===== config.mk =====
export PLATFORM = sky130hd
export DESIGN_NAME = lfo_with_rungler_core_flat
export DESIGN_NICKNAME = d
export VERILOG_FILES = /design/src/sv/lwr_pkg.sv /design/src/sv/lwr_if.sv /design/src/sv/lfo_with_rungler_core.sv /design/src/sv/lwr_step.sv /design/src/sv/lwr_shape.sv /design/src/flat_wrapper.sv
export SDC_FILE = /design/constraint.sdc
export NUM_CORES = 1
export LEC_CHECK = 0
export BUFFER_PORTS_ARGS = -buffer_cell sky130_fd_sc_hd__buf_2
export CAP_MARGIN = 15
export CORE_UTILIZATION = 23
export CTS_CLUSTER_SIZE = 14
export DETAILED_ROUTE_END_ITERATION = 10
export MAX_ROUTING_LAYER = met4
export SETUP_SLACK_MARGIN = 0.02
export SLEW_MARGIN = 30
export SYNTH_ARGS = -nofsm -noshare
export SYNTH_HDL_FRONTEND = slang
export SYNTH_HIERARCHICAL = 1
export SYNTH_SLANG_ARGS = --single-unit

===== constraint.sdc =====
create_clock -name clk -period 4.7 [get_ports clk]
set_input_delay 1.41 -clock clk [delete_from_list [all_inputs] [get_ports clk]]
set_output_delay 1.41 -clock clk [all_outputs]
set_load 0.02 [all_outputs]

===== src/sv/lwr_pkg.sv =====
package lwr_pkg;

  localparam int PHASE_BITS_DEF = 16;
  localparam int CFG_IDX_W      = 3;
  localparam int CFG_DATA_W     = 16;
  localparam int INC_W          = 16;

  // Register indexes of the configuration port.
  typedef enum logic [CFG_IDX_W-1:0] {
    REG_PHASE_INC = 3'd0,
    REG_MODE      = 3'd1,
    REG_SINE      = 3'd2,
    REG_GUARD     = 3'd3,
    REG_SEED      = 3'd4
  } lwr_reg_t;

  // Rungler feedback source. The unused fourth code behaves as MODE_KEEP.
  typedef enum logic [1:0] {
    MODE_KEEP   = 2'd0,
    MODE_INVERT = 2'd1,
    MODE_RANDOM = 2'd2
  } lwr_mode_t;

  localparam logic EVT_TICK  = 1'b0;
  localparam logic EVT_RESET = 1'b1;

  localparam logic [INC_W-1:0] PHASE_INC_RST = 16'd256;
  localparam logic [1:0]       MODE_RST      = MODE_INVERT;
  localparam logic             SINE_RST      = 1'b0;
  localparam logic             GUARD_RST     = 1'b1;
  localparam logic [7:0]       PREV_HB_RST   = 8'hFF;

  typedef struct packed {
    logic [INC_W-1:0] phase_inc;
    logic [1:0]       mode;
    logic             sine_en;
    logic             guard;
  } lwr_cfg_t;

  typedef struct packed {
    logic event_kind;
    logic random_bit;
  } lwr_item_t;

  typedef struct packed {
    logic       flop;
    logic [7:0] rungler_level;
    logic [7:0] high_byte;
  } lwr_res_t;

  localparam logic [7:0] LEVEL_MAP [8] = '{
    8'd0, 8'd80, 8'd120, 8'd150, 8'd180, 8'd200, 8'd220, 8'd255
  };

  localparam logic [7:0] SINE_MAP [256] = '{
    8'd0, 8'd0, 8'd0, 8'd0, 8'd0, 8'd0, 8'd0, 8'd0, 8'd1, 8'd1, 8'd1, 8'd1,
    8'd1, 8'd2, 8'd2, 8'd2, 8'd2, 8'd3, 8'd3, 8'd3, 8'd4, 8'd4, 8'd5, 8'd5,
    8'd6, 8'd6, 8'd6, 8'd7, 8'd8, 8'd8, 8'd9, 8'd9, 8'd10, 8'd10, 8'd11, 8'd12,
    8'd12, 8'd13, 8'd14, 8'd14, 8'd15, 8'd16, 8'd17, 8'd17,
    8'd18, 8'd19, 8'd20, 8'd21, 8'd22, 8'd23, 8'd23, 8'd24, 8'd25, 8'd26, 8'd27,
    8'd28, 8'd29, 8'd30, 8'd31, 8'd32, 8'd33, 8'd34,
    8'd35, 8'd37, 8'd38, 8'd39, 8'd40, 8'd41, 8'd42, 8'd43, 8'd45, 8'd46, 8'd47,
    8'd48, 8'd49, 8'd51, 8'd52, 8'd53, 8'd54, 8'd56,
    8'd57, 8'd58, 8'd60, 8'd61, 8'd62, 8'd64, 8'd65, 8'd66, 8'd68, 8'd69, 8'd71,
    8'd72, 8'd73, 8'd75, 8'd76, 8'd78, 8'd79, 8'd81,
    8'd82, 8'd84, 8'd85, 8'd87, 8'd88, 8'd90, 8'd91, 8'd93, 8'd94, 8'd96, 8'd97,
    8'd99, 8'd100, 8'd102, 8'd103, 8'd105, 8'd106,
    8'd108, 8'd109, 8'd111, 8'd113, 8'd114, 8'd116, 8'd117, 8'd119, 8'd120,
    8'd122, 8'd124, 8'd125, 8'd127, 8'd128,
    8'd130, 8'd131, 8'd133, 8'd135, 8'd136, 8'd138, 8'd139, 8'd141, 8'd142,
    8'd144, 8'd146, 8'd147, 8'd149, 8'd150,
    8'd152, 8'd153, 8'd155, 8'd156, 8'd158, 8'd159, 8'd161, 8'd162, 8'd164,
    8'd165, 8'd167, 8'd168, 8'd170, 8'd171,
    8'd173, 8'd174, 8'd176, 8'd177, 8'd179, 8'd180, 8'd182, 8'd183, 8'd184,
    8'd186, 8'd187, 8'd189, 8'd190, 8'd191,
    8'd193, 8'd194, 8'd195, 8'd197, 8'd198, 8'd199, 8'd201, 8'd202, 8'd203,
    8'd204, 8'd206, 8'd207, 8'd208, 8'd209,
    8'd210, 8'd212, 8'd213, 8'd214, 8'd215, 8'd216, 8'd217, 8'd218, 8'd220,
    8'd221, 8'd222, 8'd223, 8'd224, 8'd225,
    8'd226, 8'd227, 8'd228, 8'd229, 8'd230, 8'd231, 8'd232, 8'd232, 8'd233,
    8'd234, 8'd235, 8'd236, 8'd237, 8'd238,
    8'd238, 8'd239, 8'd240, 8'd241, 8'd241, 8'd242, 8'd243, 8'd243, 8'd244,
    8'd245, 8'd245, 8'd246, 8'd246, 8'd247,
    8'd247, 8'd248, 8'd249, 8'd249, 8'd249, 8'd250, 8'd250, 8'd251, 8'd251,
    8'd252, 8'd252, 8'd252, 8'd253, 8'd253,
    8'd253, 8'd253, 8'd254, 8'd254, 8'd254, 8'd254, 8'd254, 8'd255, 8'd255,
    8'd255, 8'd255, 8'd255, 8'd255, 8'd255, 8'd255
  };

  // Level from register bits 5, 3 and 0 (bit 0 is the index LSB).
  function automatic logic [7:0] level_of(input logic [7:0] r);
    logic [2:0] idx;
    idx = {r[5], r[3], r[0]};
    return LEVEL_MAP[idx];
  endfunction

endpackage


===== src/sv/lwr_if.sv =====
interface lwr_in_if;
  logic valid;
  logic ready;
  logic event_kind;
  logic random_bit;

  modport source (output valid, output event_kind, output random_bit, input ready);
  modport sink   (input valid, input event_kind, input random_bit, output ready);
endinterface

interface lwr_out_if;
  logic       valid;
  logic       ready;
  logic       square_out;
  logic [7:0] rungler_level;
  logic [7:0] lfo_level;

  modport source (output valid, output square_out, output rungler_level,
                  output lfo_level, input ready);
  modport sink   (input valid, input square_out, input rungler_level,
                  input lfo_level, output ready);
endinterface


===== src/sv/lfo_with_rungler_core.sv =====
// Phase-accumulator LFO with a rungler shift register. Every request on the
// input channel is one event: a timer tick (event_kind 0) adds the phase
// increment to the phase, and an external reset (event_kind 1) clears the
// phase and sets the square flag. When the phase high byte wraps, the square
// flag toggles and the 8-bit rungler register shifts left, fed from its top
// bit, the inverted top bit or the request's random_bit according to the
// rungler mode; a reset event steps the register as well. With the double
// step guard on, a stepping event right after another one leaves the
// register alone. Each request yields exactly one result request carrying
// the square flag, the rungler level (register bits 5, 3, 0 through an
// eight-entry table, held from the last step) and the LFO byte, optionally
// sine-shaped and inverted while the flag is set. The block accepts one
// request per clock cycle while the result channel does not stall; an
// accepted request goes into the input register and from there into the
// result register, from which its result is offered. Throughput is set by
// the single input register and the result register, which hold one
// request each, and backpressure on the result channel stalls both.
// Configuration is written through cfg_we, cfg_index and cfg_wdata, only
// while the block is idle: a rule for the user that the block does not
// enforce. Writing the seed register loads the rungler register at once.
module lfo_with_rungler_core #(
  parameter int PHASE_BITS = lwr_pkg::PHASE_BITS_DEF
) (
  input  logic                             clk,
  input  logic                             rst_n,
  lwr_in_if.sink                           in_ch,
  lwr_out_if.source                        out_ch,
  input  logic                             cfg_we,
  input  logic [lwr_pkg::CFG_IDX_W-1:0]    cfg_index,
  input  logic [lwr_pkg::CFG_DATA_W-1:0]   cfg_wdata
);
  import lwr_pkg::*;

  // Configuration registers.
  lwr_cfg_t cfg_r;

  // Input register: one accepted request waiting for the state update.
  logic      s1_valid_r;
  lwr_item_t s1_item_r;

  // Result register.
  logic       out_valid_r;
  logic       out_square_r;
  logic [7:0] out_rlevel_r;
  logic [7:0] out_lfo_r;

  logic       advance;
  logic       in_take;
  logic       seed_load;
  lwr_res_t   res;
  logic [7:0] lfo_level;

  // The input register moves into the result register whenever the result
  // slot is empty or is being emptied in the same cycle.
  assign advance     = !out_valid_r || out_ch.ready;
  assign in_ch.ready = !s1_valid_r || advance;
  assign in_take     = in_ch.valid && in_ch.ready;
  assign seed_load   = cfg_we && (cfg_index == REG_SEED);

  always_ff @(posedge clk) begin
    if (!rst_n) begin
      cfg_r.phase_inc <= PHASE_INC_RST;
      cfg_r.mode      <= MODE_RST;
      cfg_r.sine_en   <= SINE_RST;
      cfg_r.guard     <= GUARD_RST;
    end else if (cfg_we) begin
      unique case (lwr_reg_t'(cfg_index))
        REG_PHASE_INC: cfg_r.phase_inc <= cfg_wdata[INC_W-1:0];
        REG_MODE:      cfg_r.mode      <= cfg_wdata[1:0];
        REG_SINE:      cfg_r.sine_en   <= cfg_wdata[0];
        REG_GUARD:     cfg_r.guard     <= cfg_wdata[0];
        default:       ;
      endcase
    end
  end

  always_ff @(posedge clk) begin
    if (!rst_n) begin
      s1_valid_r <= 1'b0;
    end else if (in_ch.ready) begin
      s1_valid_r <= in_ch.valid;
    end
  end

  always_ff @(posedge clk) begin
    if (in_take) begin
      s1_item_r.event_kind <= in_ch.event_kind;
      s1_item_r.random_bit <= in_ch.random_bit;
    end
  end

  lwr_step #(
    .PHASE_BITS(PHASE_BITS)
  ) u_step (
    .clk       (clk),
    .rst_n     (rst_n),
    .cfg       (cfg_r),
    .seed_load (seed_load),
    .seed_value(cfg_wdata[7:0]),
    .step_en   (s1_valid_r && advance),
    .item      (s1_item_r),
    .res       (res)
  );

  lwr_shape u_shape (
    .high_byte(res.high_byte),
    .sine_en  (cfg_r.sine_en),
    .flop     (res.flop),
    .lfo_level(lfo_level)
  );

  always_ff @(posedge clk) begin
    if (!rst_n) begin
      out_valid_r <= 1'b0;
    end else if (advance) begin
      out_valid_r <= s1_valid_r;
    end
  end

  always_ff @(posedge clk) begin
    if (advance && s1_valid_r) begin
      out_square_r <= res.flop;
      out_rlevel_r <= res.rungler_level;
      out_lfo_r    <= lfo_level;
    end
  end

  assign out_ch.valid         = out_valid_r;
  assign out_ch.square_out    = out_square_r;
  assign out_ch.rungler_level = out_rlevel_r;
  assign out_ch.lfo_level     = out_lfo_r;

endmodule


===== src/sv/lwr_step.sv =====
module lwr_step #(
  parameter int PHASE_BITS = lwr_pkg::PHASE_BITS_DEF
) (
  input  logic               clk,
  input  logic               rst_n,
  input  lwr_pkg::lwr_cfg_t  cfg,
  input  logic               seed_load,
  input  logic [7:0]         seed_value,
  input  logic               step_en,
  input  lwr_pkg::lwr_item_t item,
  output lwr_pkg::lwr_res_t  res
);
  import lwr_pkg::*;

  localparam int SUM_W = (PHASE_BITS > INC_W) ? PHASE_BITS : INC_W;

  logic [PHASE_BITS-1:0] phase_r, phase_nxt;
  logic [7:0]            prev_hb_r;
  logic                  flop_r, flop_nxt;
  logic [7:0]            rreg_r, rreg_nxt;
  logic                  stepped_r;
  logic [7:0]            level_r, level_nxt;

  logic [SUM_W-1:0] sum;
  logic [7:0]       hb;
  logic             is_reset;
  logic             wrap;
  logic             do_step;
  logic             fb;

  always_comb begin
    is_reset = (item.event_kind == EVT_RESET);
    sum = SUM_W'(phase_r) + SUM_W'(cfg.phase_inc);
    phase_nxt = is_reset ? '0 : sum[PHASE_BITS-1:0];
    hb = phase_nxt[PHASE_BITS-1 -: 8];
    wrap = (hb < prev_hb_r) || is_reset;

    if (is_reset) begin
      flop_nxt = 1'b1;
    end else begin
      flop_nxt = wrap ? ~flop_r : flop_r;
    end

    case (cfg.mode)
      MODE_INVERT: fb = ~rreg_r[7];
      MODE_RANDOM: fb = item.random_bit;
      default:     fb = rreg_r[7];
    endcase

    do_step = wrap && !(cfg.guard && stepped_r);
    rreg_nxt = do_step ? {rreg_r[6:0], fb} : rreg_r;
    level_nxt = do_step ? level_of(rreg_nxt) : level_r;

    res.flop = flop_nxt;
    res.rungler_level = level_nxt;
    res.high_byte = hb;
  end

  always_ff @(posedge clk) begin
    if (!rst_n) begin
      phase_r   <= '0;
      prev_hb_r <= PREV_HB_RST;
      flop_r    <= 1'b0;
      rreg_r    <= '0;
      stepped_r <= 1'b0;
      level_r   <= '0;
    end else if (seed_load) begin
      rreg_r <= seed_value;
    end else if (step_en) begin
      phase_r   <= phase_nxt;
      prev_hb_r <= hb;
      flop_r    <= flop_nxt;
      rreg_r    <= rreg_nxt;
      stepped_r <= wrap;
      level_r   <= level_nxt;
    end
  end

endmodule


===== src/sv/lwr_shape.sv =====
module lwr_shape (
  input  logic [7:0] high_byte,
  input  logic       sine_en,
  input  logic       flop,
  output logic [7:0] lfo_level
);
  import lwr_pkg::*;

  logic [7:0] shaped;

  always_comb begin
    shaped = sine_en ? SINE_MAP[high_byte] : high_byte;
    lfo_level = flop ? ~shaped : shaped;
  end

endmodule


===== src/flat_wrapper.sv =====
// flat-port wrapper written by rule: the top's interface ports become plain ports
module lfo_with_rungler_core_flat import lwr_pkg::*;
#(
  parameter int PHASE_BITS = lwr_pkg::PHASE_BITS_DEF
)
  (clk, rst_n, cfg_we, cfg_index, cfg_wdata, in_ch_valid, in_ch_event_kind, in_ch_random_bit, in_ch_ready, out_ch_valid, out_ch_square_out, out_ch_rungler_level, out_ch_lfo_level, out_ch_ready);
  lwr_in_if in_ch_i ();
  lwr_out_if out_ch_i ();
  input  logic clk;
  input  logic rst_n;
  input  logic cfg_we;
  input  logic [lwr_pkg::CFG_IDX_W-1:0] cfg_index;
  input  logic [lwr_pkg::CFG_DATA_W-1:0] cfg_wdata;
  input wire logic [$bits(in_ch_i.valid)-1:0] in_ch_valid;
  input wire logic [$bits(in_ch_i.event_kind)-1:0] in_ch_event_kind;
  input wire logic [$bits(in_ch_i.random_bit)-1:0] in_ch_random_bit;
  output wire logic [$bits(in_ch_i.ready)-1:0] in_ch_ready;
  output wire logic [$bits(out_ch_i.valid)-1:0] out_ch_valid;
  output wire logic [$bits(out_ch_i.square_out)-1:0] out_ch_square_out;
  output wire logic [$bits(out_ch_i.rungler_level)-1:0] out_ch_rungler_level;
  output wire logic [$bits(out_ch_i.lfo_level)-1:0] out_ch_lfo_level;
  input wire logic [$bits(out_ch_i.ready)-1:0] out_ch_ready;
  assign in_ch_i.valid = in_ch_valid;
  assign in_ch_i.event_kind = in_ch_event_kind;
  assign in_ch_i.random_bit = in_ch_random_bit;
  assign in_ch_ready = in_ch_i.ready;
  assign out_ch_valid = out_ch_i.valid;
  assign out_ch_square_out = out_ch_i.square_out;
  assign out_ch_rungler_level = out_ch_i.rungler_level;
  assign out_ch_lfo_level = out_ch_i.lfo_level;
  assign out_ch_i.ready = out_ch_ready;
  lfo_with_rungler_core #(.PHASE_BITS(PHASE_BITS)) u_core (.clk(clk), .rst_n(rst_n), .in_ch(in_ch_i), .out_ch(out_ch_i), .cfg_we(cfg_we), .cfg_index(cfg_index), .cfg_wdata(cfg_wdata));
endmodule

==> results.toml, run 1 <==
[power_and_ir_drop]
p_total_mw = 1.899
p_int_mw = 1.357
p_leak_nw = 2.951
p_comb_share_pct = 18.4
switching_share_pct = 28.58
ir_drop_uv = 159.6
clockPowerShare_pct = 40.5
power.switching_mw = 0.5428
power_density_nw_per_um2 = 255.5
p_seq_share_pct = 41.1

[setup_path]
r2r-end = "u_core/out_ch.rungler_level[5]"
cp_slowest_cell = "fa_2"
rr_startpoint = "u_core/cfg_r[4]"
worstPathMaxFanout = 5
critPathKind = "reg -> reg"
path_common_cell = "ha_1"
reg2regPathDepth = 17
path_cells = "ha_1 -> fa_2 -> a21o_1 -> and4_1 -> o311a_1 -> o41ai_2 -> xnor2_1 -> nor2b_4 -> ha_2 -> nand4_1 -> nor2_2 -> o311ai_4 -> and3_4 -> mux2_4 -> ha_1 -> mux2i_1 -> o21ai_1"
cp-startpoint = "u_core/cfg_r[4]"
critPathMaxStageDelay_ps = 350
rrSetupSlack_ps = 240
cp-start-kind = "register"
endpoint = "u_core/out_ch.rungler_level[5]"
cp.arrival_ps = 4550
worstPathRequired_ps = 4790
setup.worst_path.end_class = "register"

[timing]
setup_viol = 0
period_needed_ps = 4456
max_slew_margin_pct = 44.28
skew_ps = 10.22
fmax_mhz = 224.4
finalSetupTns_ps = 0
worst_pin_slew_ps = 834.9
finalHoldViolations = 0
hold_slack_ps = 460.8
maxSlewViolCount = 0
min_period_over_period_pct = 94.80
worst_slack_ps = 244.5

[cts]
numCtsBuffers = 9
path_clk_slew_ps = 70
cts_tree = "built"
clock-sinks = 83
root_buffer = "clkbuf_16"
clock_latency_ps = 350
htreeDepth = 3
ctsHoldBuffers = 0
cts_buffer_depth = 2

[final_layout]
register_area_um2 = 1852
stdcell_area_um2 = 7435
layout-drive-gt1-share_pct = 18.41
antenna_cells = 0
postLayoutCoreUtil_pct = 27.51
final_cell_mix = "nand2_1, a21oi_1, dfxtp_1"
final_cell_count_no_fill = 1145
fillers = 2934
syn_to_final_growth_pct = 16.81
nets = 868
final_common_cell = "nand2_1"
multi_input_area_um2 = 4163

[global_routing]
grt_pass1_wl_um = 28220
grt_max_degree = 61
antenna_found_initial = 0
grt_pass1_vias = 5499
grtUsageTotal_pct = 12.60
overflow = 0

[logic_synthesis]
yosys-top-cells-area = "dfxtp_1, edfxtp_1, ha_1"
synth-edff-count = 19
synthCells = 764
ys_ff_latch = 83
ys_seq_area_share_pct = 29.09
avgSynthCellArea_um2 = 8.331
synth_warnings = 6
yosysTopAreaCell = "dfxtp_1"
synthFlopType = "dfxtp_1"
async_flop_share_pct = 0
syn_area_um2 = 6365
syn_nets = 833
ys_types = 87
synth_top_cell_area_share_pct = 20.13

[placed_design]
dpl.hpwl_um = 12220
place_ws_ps = 159.7
portBuffers = 44
place.gp.congestion = 0.9351
place_area_um2 = 7005
placedCellCount = 1126

[route]
wire_per_inst_um = 15.13
drt_wl_total_um = 17320
dr.first_iter.drc_count = 466
dr.pass1.iters = 5
drt-vias-per-instance = 5.038
route.detailed.drc = 0
drtAntennaViolNets = 0
vias = 5769

[status]
run_status = "complete, no violations"

[min_path]
hold_class = "reg -> reg"

[floorplanning]
die_h_um = 168.4
die_x_um = 168.4
fp-row-count = 60
initial_core_util_pct = 23.55
core_um2 = 27030
boundaryPins = 45
dieArea_um2 = 28340

[job]
cap_viol_max_count = 0
how the worst min path moves through the flow:
stage                              startpoint                   endpoint  slack (ps)  cells past startpoint
floorplan           u_core/u_step/phase_r[10]  u_core/u_step/phase_r[10]         430                      2
global placement    u_core/u_step/phase_r[13]  u_core/u_step/phase_r[13]         440                      2
detailed placement  u_core/u_step/phase_r[13]  u_core/u_step/phase_r[13]         450                      2
CTS                  u_core/u_step/phase_r[9]   u_core/u_step/phase_r[9]         460                      2
global route         u_core/u_step/phase_r[9]   u_core/u_step/phase_r[9]         490                      2
finish               u_core/u_step/level_r[1]   u_core/u_step/level_r[1]         460                      2
power groups by stage:
stage,Clock (mW),Combinational (mW),Sequential (mW)
4_1_cts,0.790,0.338,0.780
3_3_place_gp,0,0.334,0.795
3_5_place_dp,0,0.337,0.796
6_report,0.769,0.349,0.781
5_1_grt,0.819,0.383,0.784
2_1_floorplan,0,0.229,0.801
sequential cells by signal, indices dropped and copies added (netlist names), 2 cells and up:
signal                       flops
u_core/u_step/level_r            8
u_core/cfg_r                    20
u_core/u_step/rreg_r             8
u_core/out_ch.rungler_level      8
u_core/s1_item_r                 2
u_core/u_step/prev_hb_r          8
u_core/out_ch.lfo_level          8
u_core/u_step/phase_r           16
cells by family (layout without fill, tap and decap cells):
kind of cell    Yosys count  after routing  synth area share, %
mux                      47             47                8.394
xor+xnor                 23             23                3.165
flops                    83             83                29.09
simple gates            244            244                18.30
compound gates          234            234                24.89
buf+inv                  88            128                7.274
fa+ha+maj                45             45                8.885
cell usage after synthesis, drive strengths merged (13+ instances only):
cell type	count
nand3	13
buf	38
inv	25
nor2	68
mux2i	35
nor2b	21
ha	42
nand2	86
edfxtp	19
o21ai	44
clkbuf	24
a21oi	73
dfxtp	64
layout make-up:
class	count	area share, %
clock buffers	11	3.416
clock inverters	5	0.8920
inverters	26	1.346
multi-input cells	593	55.99
flip-flops and latches	83	24.91
well taps	341	5.739
repair buffers	86	7.708
routing by layer:
layer  vias up  wire (um)  GRT usage (%)
li1       2837          -              -
met1      2734       8424          17.08
met2       175       7667          18.60
met3        23        998          2.915
met4         0        233          3.399
met5         -          0              -
critical path, delay by kind of cell, from the launching register on:
family / cells / cell delay (ps)
AOI/OAI and AO/OA: 5 / 1100
muxes: 2 / 510
DFF: 1 / 310
adders and majority gates: 4 / 1170
xor gates and xnor gates: 1 / 140
and+or+nand+nor: 5 / 950
what timing repair did:
action | 4_1_cts | 5_1_grt
setup buffers | 0 | 3
endpoints found under the setup margin | 0 | 18
resized for setup | 0 | 19
No activity file was read; power rests on OpenSTA's default activity.
==> run 2, diff against run 1 <==
- SYNTH_HIERARCHICAL: 1 -> not set
==> run 2 against run 1 <==
  * Clock skew up 0.64 ps
  * Die area up 5.2%
  * Global-route usage up 2.5 points
  * Clock power down 3.9%
  * Worst setup slack worse by 79 ps
  * Largest cell class unchanged
  * Largest power group unchanged
==> results.toml, run 2 <==
[timing]
finalHoldViolations = 0
rsz0062_at_grt = "false"
worst_pin_slew_ps = 902.0
maxSlewViolCount = 0
fmax_mhz = 220.5
max_slew_margin_pct = 39.64
skew_ps = 10.85
period_needed_ps = 4535
setup_viol = 0
hold_slack_ps = 465.9
min_period_over_period_pct = 96.48

[route]
route.detailed.drc = 0
drt_wl_total_um = 22580
wire_per_inst_um = 17.38
drt-vias-per-instance = 5.346
vias = 6945
drtAntennaViolNets = 0
dr.pass1.iters = 6
dr.first_iter.drc_count = 609

[power_and_ir_drop]
p_leak_nw = 3.304
power_density_nw_per_um2 = 228.7
ir_drop_uv = 165.4

[setup_path]
cp.arrival_ps = 4810
critPathMaxStageDelay_ps = 400
critPathKind = "reg -> reg"
cp-start-kind = "register"
path_common_cell = "mux2_4"
cp_top_family = "compound AO/OA/AOI/OAI gates"
cp_slowest_cell = "or3_4"
worstPathMaxFanout = 4
worstPathRequired_ps = 4970
path_cells = "ha_4 -> a21oi_1 -> o211a_1 -> or3_4 -> a31o_2 -> nand2_1 -> mux2_4 -> inv_2 -> ha_1 -> buf_4 -> a221oi_4 -> nand4_1 -> a32o_2 -> mux2i_4 -> buf_6 -> ha_2 -> mux2_4 -> o21ai_2 -> nor2_1 -> nor3b_1"
setup.worst_path.end_class = "register"
cp_num_buf_inv = 3

[logic_synthesis]
async_flop_share_pct = 0
syn_area_um2 = 6698
avgSynthCellArea_um2 = 7.973
ys_ff_latch = 83
synthCells = 840
synth_warnings = 0
ys_seq_area_share_pct = 27.65
synth_most_common_cell = "nand2_1"
synthTopCellsByCount = "nand2_1, dfxtp_1, nor2_1"
yosys-top-cells-area = "dfxtp_1, edfxtp_1, ha_1"
yosysTopAreaCell = "dfxtp_1"
syn_nets = 910
ys_types = 78
synth_top_cell_area_share_pct = 19.13
synth-edff-count = 19
synthFlopType = "dfxtp_1"

[placed_design]
portBuffers = 44
placedCellCount = 1275
place.gp.congestion = 0.9298
place_area_um2 = 7705
dpl.hpwl_um = 15910

[final_layout]
final_cell_count_no_fill = 1299
antenna_cells = 0
stdcell_area_um2 = 8292
final_common_cell = "nand2_1"
largest_reg_flops = 20
final_cell_mix = "nand2_1, buf_4, dfxtp_1"
layout-drive-gt1-share_pct = 23.06
top_register = "u_core.cfg_r"
nets = 980
reg_top3 = "u_core.cfg_r x20, u_core.u_step.phase_r x16"
syn_to_final_growth_pct = 23.80

[floorplanning]
core_um2 = 28700
die_x_um = 172.6
dieArea_um2 = 29810
boundaryPins = 45
initial_core_util_pct = 23.33
die_h_um = 172.6
fp-row-count = 62

[cts]
clock-sinks = 83
clock_latency_ps = 350
root_buffer = "clkbuf_16"
cts_buffer_depth = 2
htreeDepth = 3
path_clk_slew_ps = 70
numCtsBuffers = 9
cts_tree = "built"
ctsHoldBuffers = 0

[global_routing]
grt_pass1_wl_um = 35620
grtUsageTotal_pct = 15.11
grt_pass1_vias = 6552
overflow = 0
antenna_found_initial = 0
grt_max_degree = 65

[status]
run_status = "complete, no violations"

[min_path]
hold_class = "reg -> reg"

[job]
cap_viol_max_count = 0
[run 2: cell type report]
type / count / area, um^2
timing repair buffer: 121 / 804.5
fill: 3142 / 20410
clock inverter: 6 / 73.82
tap: 384 / 480.5
sequential: 83 / 1859
inverter: 29 / 108.9
clock buffer: 10 / 229.0
multi-input combinational: 666 / 4736
[run 2: logic make-up after synthesis]
family                     after synthesis  synth area share, %
AOI/OAI and AO/OA                      297                31.70
muxes                                   24                3.699
adders and majority gates               44                8.332
DFF                                     83                27.65
buffers and inverters                   91                5.903
and+or+nand+nor                        288                21.02
xor gates and xnor gates                13                1.700
[run 2: metrics by stage]
step / worst slack, ps / power [mW] / TNS, ps / util [%]
global route: 12.23 / 1.973 / 0 / 28.89
global placement: 64.64 / 1.139 / 0 / 26.84
finish: 165.4 / 1.896 / 0 / 28.89
detailed placement: -108.8 / 1.143 / -181.0 / 26.84
floorplan: -148.9 / 1.020 / -200.6 / -
CTS: 20.23 / 1.884 / 0 / 28.03
[run 2: power breakdown]
| group | switching (mW) | internal, mW | leakage, nW | total (mW) |
|---|---|---|---|---|
| logic | 0.222 | 0.156 | 2.47 | 0.378 |
| clock network | 0.320 | 0.419 | 0.141 | 0.739 |
| registers | 0.0186 | 0.761 | 0.691 | 0.780 |
| total | 0.561 | 1.34 | 3.30 | 1.90 |
[run 2: worst min-delay path, stage by stage (launching register included)]
cell,delay [ps]
dfxtp_1,310
nand2_1,50
a21boi_0,60
[run 2: final timing paths]
check	from	to	slack, ps	cells past startpoint
setup / recovery	u_core.cfg_r[10]	u_core.u_step.level_r[4]	170	20
hold / removal	u_core.u_step.level_r[5]	u_core.u_step.level_r[5]	470	2
setup reg to reg	u_core.cfg_r[10]	u_core.u_step.level_r[4]	170	20
hold reg to reg	u_core.u_step.level_r[5]	u_core.u_step.level_r[5]	470	2
[run 2: what timing repair did]
item,in CTS,in global routing
hold endpoints to repair,0,0
setup buffers,3,5
gates resized for setup,3,45
pin swaps,2,15
setup endpoints to repair,5,22
[run 2: metal layers]
| metal | GRT usage, % | vias up | wire (um) |
|---|---|---|---|
| met1 | 20.11 | 3268 | 10510 |
| met5 | - | - | 0 |
| met4 | 4.278 | 0 | 411 |
| met3 | 2.507 | 48 | 1580 |
| li1 | - | 3297 | - |
| met2 | 23.44 | 332 | 10080 |
==> run 3, diff against run 2 <==
- CORE_ASPECT_RATIO: not set -> 0.6
==> run 3 against run 2 <==
  * Fmax decreased by 0.80%
  * Utilization increased by 0.14 points
  * Final cell count down 1.5%
  * Sequential cell count unchanged
  * Worst setup slack got worse by 36 ps
  * Largest power group is now the clock network
  * Non-clock buffer count is 3 lower
  * Total power up 2.1%
  * Die area is essentially flat
  * Hold slack improved by 5.0 ps
  * Sequential share of layout area up 0.35 points
  * Via count down 0.42%
  * Cell area is 1.6% lower
==> results.toml, run 3 (synthesized netlist as in run 2, its figures left out) <==
[min_path]
hold_start = "u_core.cfg_r[8]"
holdPathStages = 2
hold_class = "reg -> reg"

[cts]
cts_tree = "built"
numCtsBuffers = 9
path_clk_slew_ps = 60
htreeDepth = 3
cts_buffer_depth = 2
ctsHoldBuffers = 0
root_buffer = "clkbuf_16"
clock-sinks = 83
clock_latency_ps = 360

[timing]
hold_slack_ps = 471.0
maxSlewViolCount = 0
max_slew_margin_pct = 43.17
period_needed_ps = 4571
finalHoldViolations = 0
skew_ps = 15.95
min_period_over_period_pct = 97.26
setup_viol = 0
worst_pin_slew_ps = 847.4
rsz0062_at_grt = "true"
finalSetupTns_ps = 0
fmax_mhz = 218.8

[final_layout]
syn_to_final_growth_pct = 21.84
reg_top3 = "u_core.cfg_r x20, u_core.u_step.phase_r x16"
layout-drive-gt1-share_pct = 21.27
final_common_cell = "nand2_1"
nets = 977
antenna_cells = 0
final_cell_count_no_fill = 1279
top_register = "u_core.cfg_r"
final_cell_mix = "nand2_1, buf_4, dfxtp_1"
largest_reg_flops = 20

[setup_path]
setup.worst_path.end_class = "register"
cp.arrival_ps = 4850
rr_startpoint = "u_core.u_step.phase_r[6]"
endpoint = "u_core.u_step.level_r[4]"
rrSetupSlack_ps = 130
worstPathRequired_ps = 4980
reg2regPathDepth = 20
worstPathMaxFanout = 3
cp-start-kind = "register"
critPathKind = "reg -> reg"
r2r-end = "u_core.u_step.level_r[4]"
cp-startpoint = "u_core.u_step.phase_r[6]"

[placed_design]
dpl.hpwl_um = 17410
portBuffers = 44
place.gp.congestion = 0.9701
placedCellCount = 1260

[route]
dr.pass1.iters = 6
dr.first_iter.drc_count = 734
drt-vias-per-instance = 5.407
vias = 6916
wire_per_inst_um = 18.75
drt_wl_total_um = 23980
drtAntennaViolNets = 0
route.detailed.drc = 0

[status]
run_status = "complete, no violations"

[floorplanning]
boundaryPins = 45
core_um2 = 28110
dieArea_um2 = 29830
initial_core_util_pct = 23.83
fp-row-count = 47
die_h_um = 134.2
die_x_um = 222.3

[job]
cap_viol_max_count = 0

[global_routing]
grtUsageTotal_pct = 16.41
grt_pass1_wl_um = 37010
grt_max_degree = 65
antenna_found_initial = 0
grt_pass1_vias = 6288
overflow = 0

[power_and_ir_drop]
p_leak_nw = 3.305
ir_drop_uv = 176.6
power_density_nw_per_um2 = 237.3
run 3: critical path, stage by stage (launching register included):
cell,delay [ps]
dfxtp_2,340
ha_4,270
a21oi_1,80
o211a_1,260
or3_4,400
a31o_2,210
nand2_1,60
mux2_2,350
inv_2,70
ha_1,250
and4_4,210
a221oi_2,250
nand4_1,170
a32o_2,360
mux2i_4,210
buf_4,180
ha_1,180
mux2_2,270
o21ai_2,130
nor2_1,60
nor3b_1,170
run 3: power by group:
part	internal [mW]	switching (mW)	total [mW]
sequential	0.761	0.0184	0.780
combinational	0.143	0.227	0.370
clock	0.484	0.304	0.788
run 3: worst min path at each step:
stage	endpoint	slack, ps
after floorplan	u_core.u_step.level_r[5]	440
after global placement	u_core.u_step.level_r[7]	450
final	u_core.cfg_r[8]	470
after detailed placement	u_core.cfg_r[17]	470
after global routing	u_core.cfg_r[17]	490
after CTS	u_core.cfg_r[17]	480
run 3: per-layer routing:
metal / vias to the layer above / global-route usage, % / wire length, um
li1: 3297 / - / -
met1: 3232 / 24.81 / 12100
met2: 363 / 19.96 / 8878
met3: 24 / 5.936 / 2810
met4: 0 / 2.855 / 195
met5: - / - / 0
run 3: metrics by stage:
step / setup slack [ps] / power, mW / instance area (um^2) / utilization (%)
5_1_grt: -1.071 / 2.028 / 8160 / 29.03
3_5_place_dp: -142.0 / 1.143 / 7701 / 27.40
6_report: 128.9 / 1.937 / 8160 / 29.03
2_1_floorplan: -148.9 / 1.020 / 6799 / -
3_3_place_gp: -37.25 / 1.143 / 7699 / 27.39
4_1_cts: 21.78 / 1.949 / 8051 / 28.64
run 3: timing repair:
action                                  CTS  global route
resized for setup                         4            23
pin swaps                                 2             7
cloned                                    0             0
endpoints found under the hold margin     0             0
setup buffers                             1             2
endpoints found under the setup margin    5            14
run 3: cell type report:
type | count | area, um^2
clock inverters | 5 | 85.08
repair buffers | 118 | 778.2
well taps | 367 | 459.2
inverters | 29 | 108.9
fillers | 2998 | 19950
clock buffers | 11 | 242.7
flip-flops and latches | 83 | 1858
multi-input cells | 666 | 4628
